File: src/hw/rtl/shared_tick_timer_bank_unit_defines.svh
// Assertion helpers for the shared tick timer bank.
// All checks sample on the rising edge of clk_i and are off while rst_ni is low.
`ifndef SHARED_TICK_TIMER_BANK_UNIT_DEFINES_SVH
`define SHARED_TICK_TIMER_BANK_UNIT_DEFINES_SVH

`ifndef SYNTHESIS
`define STTB_ASSERT(label, prop) \
  label: assert property (@(posedge clk_i) disable iff (!rst_ni) (prop)) \
    else $error("sttb assertion failed");
`define STTB_ASSERT_IMPLIES(label, ante, cons) \
  label: assert property (@(posedge clk_i) disable iff (!rst_ni) (ante) |-> (cons)) \
    else $error("sttb implication failed");
`else
`define STTB_ASSERT(label, prop)
`define STTB_ASSERT_IMPLIES(label, ante, cons)
`endif

`endif

File: src/hw/rtl/sttb_pkg.sv
`default_nettype none

package sttb_pkg;

  // Request kinds carried on the slave-side tuser
  typedef enum logic [1:0] {
    REQ_TICK    = 2'd0,
    REQ_RESTART = 2'd1,
    REQ_FREEZE  = 2'd2,
    REQ_POLL    = 2'd3
  } req_e;

  localparam int unsigned TICK_W   = 32;
  localparam int unsigned IDX_W    = 4;
  localparam int unsigned MASK_W   = 16;
  localparam int unsigned CNT_W    = 8;
  localparam int unsigned S_USER_W = 2;
  localparam int unsigned S_DATA_W = 40;
  localparam int unsigned M_DATA_W = 64;

endpackage

`default_nettype wire

File: src/hw/rtl/shared_tick_timer_bank_unit.sv
// A tick walks every timer entry in S_WALK and then moves its result out in S_EMIT; restart,
//   freeze and poll pass S_MODIFY then S_EMIT (only S_EMIT for an index beyond the bank).
// One request at a time: a new one is taken only in S_IDLE, after the last result has moved to
//   the output register; the walk does one read-modify-write per entry per cycle.
// Reset: asynchronous, active low; per-entry valid flops clear at once, so every timer
//   reads as all zero after reset and no clearing pass is needed.
`default_nettype none
`include "shared_tick_timer_bank_unit_defines.svh"

module shared_tick_timer_bank_unit #(
  parameter int NUM_TIMERS  = 16,
  parameter int FIRED_WIDTH = 8
) (
  input  wire logic                           clk_i,
  input  wire logic                           rst_ni,
  // slave side
  input  wire logic                           s_axis_tvalid,
  output logic                                s_axis_tready,
  // tdata: timer_index[3:0], tick_value[35:4], cyclic_mode[36], zero pad [39:37]
  input  wire logic [sttb_pkg::S_DATA_W-1:0]  s_axis_tdata,
  // tuser: req_type[1:0]
  input  wire logic [sttb_pkg::S_USER_W-1:0]  s_axis_tuser,
  // master side
  output logic                                m_axis_tvalid,
  input  wire logic                           m_axis_tready,
  // tdata: expired_mask[15:0], has_fired[16], fired_count[24:17], timer_running[25],
  //        ticks_left[57:26], zero pad [63:58]
  output logic [sttb_pkg::M_DATA_W-1:0]       m_axis_tdata
);
  import sttb_pkg::*;

  localparam int AddrW = (NUM_TIMERS > 1) ? $clog2(NUM_TIMERS) : 1;
  localparam int CntW  = $clog2(NUM_TIMERS + 1);
  localparam logic [8:0] NumT = 9'(NUM_TIMERS);

  // One memory word per timer
  typedef struct packed {
    logic [TICK_W-1:0]      rem;
    logic                   run;
    logic                   cyc;
    logic [TICK_W-1:0]      period;
    logic [FIRED_WIDTH-1:0] fired;
  } entry_t;

  typedef enum logic [1:0] {
    S_IDLE,
    S_WALK,
    S_MODIFY,
    S_EMIT
  } state_e;

  state_e            state_q;
  req_e              req_q;
  logic [IDX_W-1:0]  idx_q;
  logic              idx_ok_q;
  logic [TICK_W-1:0] val_q;
  logic              cyc_q;
  logic [CntW-1:0]   proc_q;

  // Result being built, then moved to the output register
  logic [MASK_W-1:0] res_mask_q;
  logic              res_has_q;
  logic [CNT_W-1:0]  res_cnt_q;
  logic              res_run_q;
  logic [TICK_W-1:0] res_ticks_q;

  logic                m_tvalid_q;
  logic [M_DATA_W-1:0] m_tdata_q;
  logic                emit_go;

  // Timer memory with per-entry valid flops
  entry_t                 mem [NUM_TIMERS];
  entry_t                 rd_data_q;
  logic                   rd_vld_q;
  logic [NUM_TIMERS-1:0]  vld_q;

  logic              in_acc;
  req_e              in_req;
  logic [IDX_W-1:0]  in_idx;
  logic [8:0]        in_idx9;
  logic              in_ok;
  logic [AddrW-1:0]  in_addr;

  logic              mem_re;
  logic              mem_we;
  logic [AddrW-1:0]  rd_addr;
  logic [AddrW-1:0]  wr_addr;
  logic [CntW-1:0]   proc_nxt;
  logic              walk_last;

  entry_t            ent_cur;
  entry_t            ent_new;
  logic              tick_hit;
  logic [MASK_W-1:0] mask_bit;
  logic              walk_match;
  logic              poll_has;
  logic [CNT_W-1:0]  poll_cnt;
  logic [31:0]       fired32;

  assign in_acc  = s_axis_tvalid && s_axis_tready;
  assign in_req  = req_e'(s_axis_tuser);
  assign in_idx  = s_axis_tdata[IDX_W-1:0];
  assign in_idx9 = 9'(in_idx);
  assign in_ok   = in_idx9 < NumT;
  assign in_addr = in_idx9[AddrW-1:0];

  assign s_axis_tready = (state_q == S_IDLE);
  assign m_axis_tvalid = m_tvalid_q;
  assign m_axis_tdata  = m_tdata_q;

  // The finished result moves to the output register once that register is free
  assign emit_go = (state_q == S_EMIT) && (!m_tvalid_q || m_axis_tready);

  assign proc_nxt  = proc_q + 1'b1;
  assign walk_last = (proc_q == CntW'(NUM_TIMERS - 1));

  // Read port: first entry (or the addressed one) on accept, next entry during the walk
  always_comb begin
    mem_re  = 1'b0;
    rd_addr = proc_nxt[AddrW-1:0];
    if (state_q == S_IDLE) begin
      mem_re  = in_acc;
      rd_addr = (in_req == REQ_TICK) ? '0 : in_addr;
    end else if (state_q == S_WALK) begin
      mem_re  = !walk_last;
    end
  end

  // Write back the entry whose data arrived this cycle
  assign mem_we  = (state_q == S_WALK) || (state_q == S_MODIFY);
  assign wr_addr = proc_q[AddrW-1:0];

  assign ent_cur = rd_vld_q ? rd_data_q : '0;

  always_comb begin
    ent_new  = ent_cur;
    tick_hit = 1'b0;
    case (req_q)
      REQ_TICK: begin
        if (ent_cur.run) begin
          ent_new.rem = ent_cur.rem - 1'b1;
          if (ent_new.rem == '0) begin
            tick_hit = 1'b1;
            if (ent_cur.cyc) begin
              // saturate the fired count, then reload from the stored period
              if (ent_cur.fired != '1) begin
                ent_new.fired = ent_cur.fired + 1'b1;
              end
              ent_new.rem = ent_cur.period + 1'b1;
              ent_new.run = (ent_cur.period != '0) && !ent_cur.period[TICK_W-1];
            end else begin
              ent_new.run = 1'b0;
            end
          end
        end
      end
      REQ_RESTART: begin
        // a zero or negative wait still loads, but leaves the timer stopped
        ent_new.rem    = val_q + 1'b1;
        ent_new.run    = (val_q != '0) && !val_q[TICK_W-1];
        ent_new.cyc    = cyc_q;
        ent_new.period = val_q;
      end
      REQ_FREEZE: begin
        ent_new.run = 1'b0;
      end
      REQ_POLL: begin
        ent_new.fired = '0;
      end
      default: begin
        ent_new = ent_cur;
      end
    endcase
  end

  assign fired32  = 32'(ent_cur.fired);
  assign poll_has = (ent_cur.fired != '0);
  assign poll_cnt = (fired32 > 32'd255) ? '1 : fired32[CNT_W-1:0];

  // Only the first sixteen timers show up in the mask
  assign mask_bit   = (tick_hit && (32'(proc_q) < 32'(MASK_W))) ?
                      (MASK_W'(1) << proc_q) : '0;
  assign walk_match = idx_ok_q && (32'(proc_q) == 32'(idx_q));

  always_ff @(posedge clk_i) begin
    if (mem_we) begin
      mem[wr_addr] <= ent_new;
    end
    if (mem_re) begin
      rd_data_q <= mem[rd_addr];
    end
  end

  always_ff @(posedge clk_i or negedge rst_ni) begin
    if (!rst_ni) begin
      vld_q    <= '0;
      rd_vld_q <= 1'b0;
    end else begin
      if (mem_we) begin
        vld_q[wr_addr] <= 1'b1;
      end
      if (mem_re) begin
        rd_vld_q <= vld_q[rd_addr];
      end
    end
  end

  always_ff @(posedge clk_i or negedge rst_ni) begin
    if (!rst_ni) begin
      state_q     <= S_IDLE;
      req_q       <= REQ_TICK;
      idx_q       <= '0;
      idx_ok_q    <= 1'b0;
      val_q       <= '0;
      cyc_q       <= 1'b0;
      proc_q      <= '0;
      res_mask_q  <= '0;
      res_has_q   <= 1'b0;
      res_cnt_q   <= '0;
      res_run_q   <= 1'b0;
      res_ticks_q <= '0;
      m_tvalid_q  <= 1'b0;
      m_tdata_q   <= '0;
    end else begin
      // drop the output once taken, unless a new result loads it this cycle
      if (m_tvalid_q && m_axis_tready && !emit_go) begin
        m_tvalid_q <= 1'b0;
      end
      case (state_q)
        S_IDLE: begin
          if (in_acc) begin
            req_q       <= in_req;
            idx_q       <= in_idx;
            idx_ok_q    <= in_ok;
            val_q       <= s_axis_tdata[IDX_W +: TICK_W];
            cyc_q       <= s_axis_tdata[IDX_W + TICK_W];
            res_mask_q  <= '0;
            res_has_q   <= 1'b0;
            res_cnt_q   <= '0;
            res_run_q   <= 1'b0;
            res_ticks_q <= '0;
            if (in_req == REQ_TICK) begin
              proc_q  <= '0;
              state_q <= S_WALK;
            end else begin
              proc_q  <= CntW'(in_addr);
              // an index beyond the bank touches nothing and reports zeros
              state_q <= in_ok ? S_MODIFY : S_EMIT;
            end
          end
        end
        S_WALK: begin
          res_mask_q <= res_mask_q | mask_bit;
          if (walk_match) begin
            res_run_q   <= ent_new.run;
            res_ticks_q <= ent_new.rem;
          end
          proc_q <= proc_nxt;
          if (walk_last) begin
            state_q <= S_EMIT;
          end
        end
        S_MODIFY: begin
          res_run_q   <= ent_new.run;
          res_ticks_q <= ent_new.rem;
          if (req_q == REQ_POLL) begin
            res_has_q <= poll_has;
            res_cnt_q <= poll_cnt;
          end
          state_q <= S_EMIT;
        end
        S_EMIT: begin
          // hold the result until the output register is free
          if (emit_go) begin
            m_tdata_q  <= M_DATA_W'({res_ticks_q, res_run_q, res_cnt_q, res_has_q,
                                     res_mask_q});
            m_tvalid_q <= 1'b1;
            state_q    <= S_IDLE;
          end
        end
        default: begin
          state_q <= S_IDLE;
        end
      endcase
    end
  end

  `STTB_ASSERT_IMPLIES(a_emit_loads, emit_go, ##1 m_tvalid_q && (state_q == S_IDLE))
  `STTB_ASSERT_IMPLIES(a_walk_in_range, state_q == S_WALK, 32'(proc_q) < 32'(NUM_TIMERS))
  `STTB_ASSERT_IMPLIES(a_has_matches_cnt, m_tvalid_q, m_tdata_q[16] == (m_tdata_q[24:17] != '0))
  `STTB_ASSERT_IMPLIES(a_mask_in_bank, m_tvalid_q, (32'(m_tdata_q[15:0]) >> NUM_TIMERS) == 32'd0)

endmodule

`default_nettype wire

File: config.mk
export PLATFORM = sky130hd
export DESIGN_NAME = shared_tick_timer_bank_unit
export DESIGN_NICKNAME = d
export VERILOG_FILES = /design/src/hw/rtl/sttb_pkg.sv /design/src/hw/rtl/shared_tick_timer_bank_unit.sv
export VERILOG_INCLUDE_DIRS = /design/src /design/src/hw/rtl
export SDC_FILE = /design/constraint.sdc
export NUM_CORES = 2
export LEC_CHECK = 0
export CAP_MARGIN = 30
export CORE_MARGIN = 2
export CORE_UTILIZATION = 63
export DETAILED_ROUTE_END_ITERATION = 12
export DONT_BUFFER_PORTS = 1
export MAX_ROUTING_LAYER = met4
export PLACE_DENSITY = 0.79
export SYNTH_ARGS = -nofsm -noshare
export SYNTH_HDL_FRONTEND = slang
export SYNTH_SLANG_ARGS = --single-unit
File: constraint.sdc
create_clock -name clk_i -period 9.98 [get_ports clk_i]
set_input_delay 1.497 -clock clk_i [delete_from_list [all_inputs] [get_ports clk_i]]
set_output_delay 1.497 -clock clk_i [all_outputs]
set_load 0.01 [all_outputs]
==> out/results.tsv <==
metric	value	unit
Final min period	6.10	ns
area share of the largest cell type after synthesis	64.1	%
final net count	3476	
f_max	0.164	GHz
top_reg_cell synth	edfxtp_1	
I/O Buffers	0	
Die ar.	0.0961	sq mm
Reg clk slew, reported paths	0.06	ns
WL final	159	mm
clk_lat worst skew	0.77	ns
initial antenna violation count	6	
initial core utilization	63.4	%
relative slew slack	30.3	%
critical path type	register to register	
Seq/Total Area, Yosys	71.7	%
synthesized area	0.0590	sq mm
Final Util	70.0	%
setup bufs post-CTS	0	
power per cell area	384	mW/mm^2
outcome	complete, no violations	
fin crit share	61.2	%
vias in the first global route	33100	
GR Util met2	52.0	%
most frequent cell after synthesis	edfxtp_1	
peak supply drop	0.400	mV
final instance area	0.0651	sq mm
DP Area	0.0606	sq mm
Syn Area/Cell	17.4	sq um
synth warn	0	
GRT overflow	0	
Die Width	310	um
crit path DAT	6.52	ns
setup TNS	0	ns
Rows	112	
number of distinct library cells after synthesis	82	
clock root cell	clkbuf_16	
largest net degree at the start of global routing	182	
met3 Track Usage GR	6.03	%
post-CTS resize count	0	
Max FO, Critical Path	28	
crit end category	register	
first-pass GRT wire length	231	mm
Syn-to-layout area delta	10.4	%
Initial DRC Count	4928	
max_cap viols	0	
core outline area	0.0930	sq mm
number of remaining DRC errors	0	
Slew Viols, Final	0	
endpoints failing setup	0	
P_leak	0.0217	uW
TritonRoute pass-1 iters	5	
Mapped Cells	3379	
setup ws final	3.88	ns
HP Class	input pin to asynchronous set/reset pin	
Synth top cells by count	edfxtp_1, nand2_1, mux4_2, dfrtp_1, clkbuf_1	
htree depth	4	
io pins	112	
Final Hold Viols	0	
Area contributors post-synth	edfxtp_1, mux4_2, dfrtp_1	
M1 GR Usage	50.2	%
Die Ht	310	um
Setup WS pre-CTS	3.97	ns
Num CTS Buffers	140	
cts hold-fix bufs	0	
Global Route Usage Sum	35.0	%
RSZ-0062 raised after global routing	false	
CTS tree	done	
routability cong.	0.957	
worst-margin pin slew	1.05	ns
nature of the critical path startpoint	register	
clk sink count	1439	
Most Crowded Layer GR	met2	
Crit path required time	10.40	ns
Post-synth EDFFs	1258	
share of cells above drive strength 1	22.4	%
Vias per Instance	7.00	
skew final	0.0334	ns
WL per Instance	33.3	um
FF+latch area	0.0423	sq mm
Fill cells	5584	
area leader, netlist	edfxtp_1	
CTS Buffer Depth	3	
Via Count	33400	
R2R Setup Slk	3.88	ns
antenna violation net count after detailed routing	0	
Multi-input gate area	0.0159	sq mm
Final HPWL DP	90.7	mm
Async S/R FF share, synth	12.6	%
Seq cells post-synth	1439	
state kept, by name (all words and copies together) (netlist names):
name,flops
mem,1184
rd_data_q,74
m_axis_tdata,58
res_ticks_q,32
val_q,32
res_mask_q,16
vld_q,16
res_cnt_q,8
proc_q,5
idx_q,4
req_q,2
state_q,2
cyc_q,1
idx_ok_q,1
m_axis_tvalid,1
rd_vld_q,1
res_has_q,1
res_run_q,1
final timing paths:
kind,from,endpoint,cells past startpoint
min in group clk_i,vld_q[10]$_DFFE_PN0P_,vld_q[10]$_DFFE_PN0P_,1
worst min register to register,vld_q[10]$_DFFE_PN0P_,vld_q[10]$_DFFE_PN0P_,1
worst max-delay path,rd_vld_q$_DFFE_PN0P_,mem[15][55]$_DFFE_PP_,10
max in group asynchronous,rst_ni,res_ticks_q[28]$_DFFE_PN0P_,0
worst min-delay path,rst_ni,m_axis_tdata[12]$_DFFE_PN0P_,0
worst max register to register,rd_vld_q$_DFFE_PN0P_,mem[15][55]$_DFFE_PP_,10
critical path, stage by stage (launching register included):
cell	delay, ns
dfrtp_2	0.64
nand2_1	0.27
ha_1	0.64
nand4_1	0.66
or4_4	0.67
and3_4	0.23
a2111oi_4	0.38
nand4b_4	0.27
nor2_4	0.77
a2111oi_0	0.30
nor2_1	0.84
stage by stage:
stage | total power (uW) | cells | hold WS, ns
floorplan | 16400 | 3384 | 0.434
global placement | 19400 | 4509 | 0.446
detailed placement | 19700 | 4516 | 0.461
CTS | 25000 | 4766 | 0.384
global route | 26000 | 4770 | 0.399
finish | 25000 | 4774 | 0.424
kinds of logic (layout without fill, tap and decap cells):
kind of cell,Yosys count,in the layout,synth area share [%]
flip-flops,1439,1439,71.7
AO/OA/AOI/OAI,447,447,5.26
adder cells (fa/ha/maj),23,23,0.488
buffers and inverters,242,373,1.64
other,1,11,0.00636
AND/OR/NAND/NOR,745,745,6.25
multiplexers,407,407,13.5
XOR/XNOR,75,75,1.11
metal layers:
metal / vias to the layer above / routed length (um)
met4: 0 / 5090
met5: - / 0
met2: 2293 / 74900
met1: 17300 / 61300
li1: 13500 / -
met3: 353 / 17900
power by group:
| group | leakage, uW | total (uW) | switching [uW] | internal [uW] |
|---|---|---|---|---|
| Sequential | 0.0139 | 10200 | 1050 | 9130 |
| Clock | 0.00216 | 5140 | 2240 | 2900 |
| Combinational | 0.00563 | 9700 | 6120 | 3580 |
| Total | 0.0217 | 25000 | 9410 | 15600 |
placed cells by master, fill, tap and decap left out, drive strengths merged, types with 17 or more instances in the layout:
| master | n |
|---|---|
| inv | 38 |
| and2 | 85 |
| nor4 | 30 |
| clkinv | 48 |
| dfrtp | 181 |
| or4 | 17 |
| nand4 | 37 |
| a22o | 43 |
| nand3 | 53 |
| ha | 23 |
| clkbuf | 181 |
| xnor2 | 40 |
| xor2 | 35 |
| nor3 | 32 |
| a211oi | 75 |
| mux4 | 300 |
| nand2 | 313 |
| nor2 | 99 |
| buf | 94 |
| edfxtp | 1258 |
| a21oi | 33 |
| mux2 | 102 |
| o21ai | 106 |
| or2 | 26 |
| a31oi | 91 |
layout make-up:
cell class	instances	area share (%)
inverter	29	0.167
clock inverter	69	1.01
sequential	1439	65.0
clock buffer	181	5.79
antenna	5	0.0192
timing repair buffer	94	1.17
tap	1254	2.41
multi-input combinational	1703	24.5
Power figures use the tool's default switching activity.
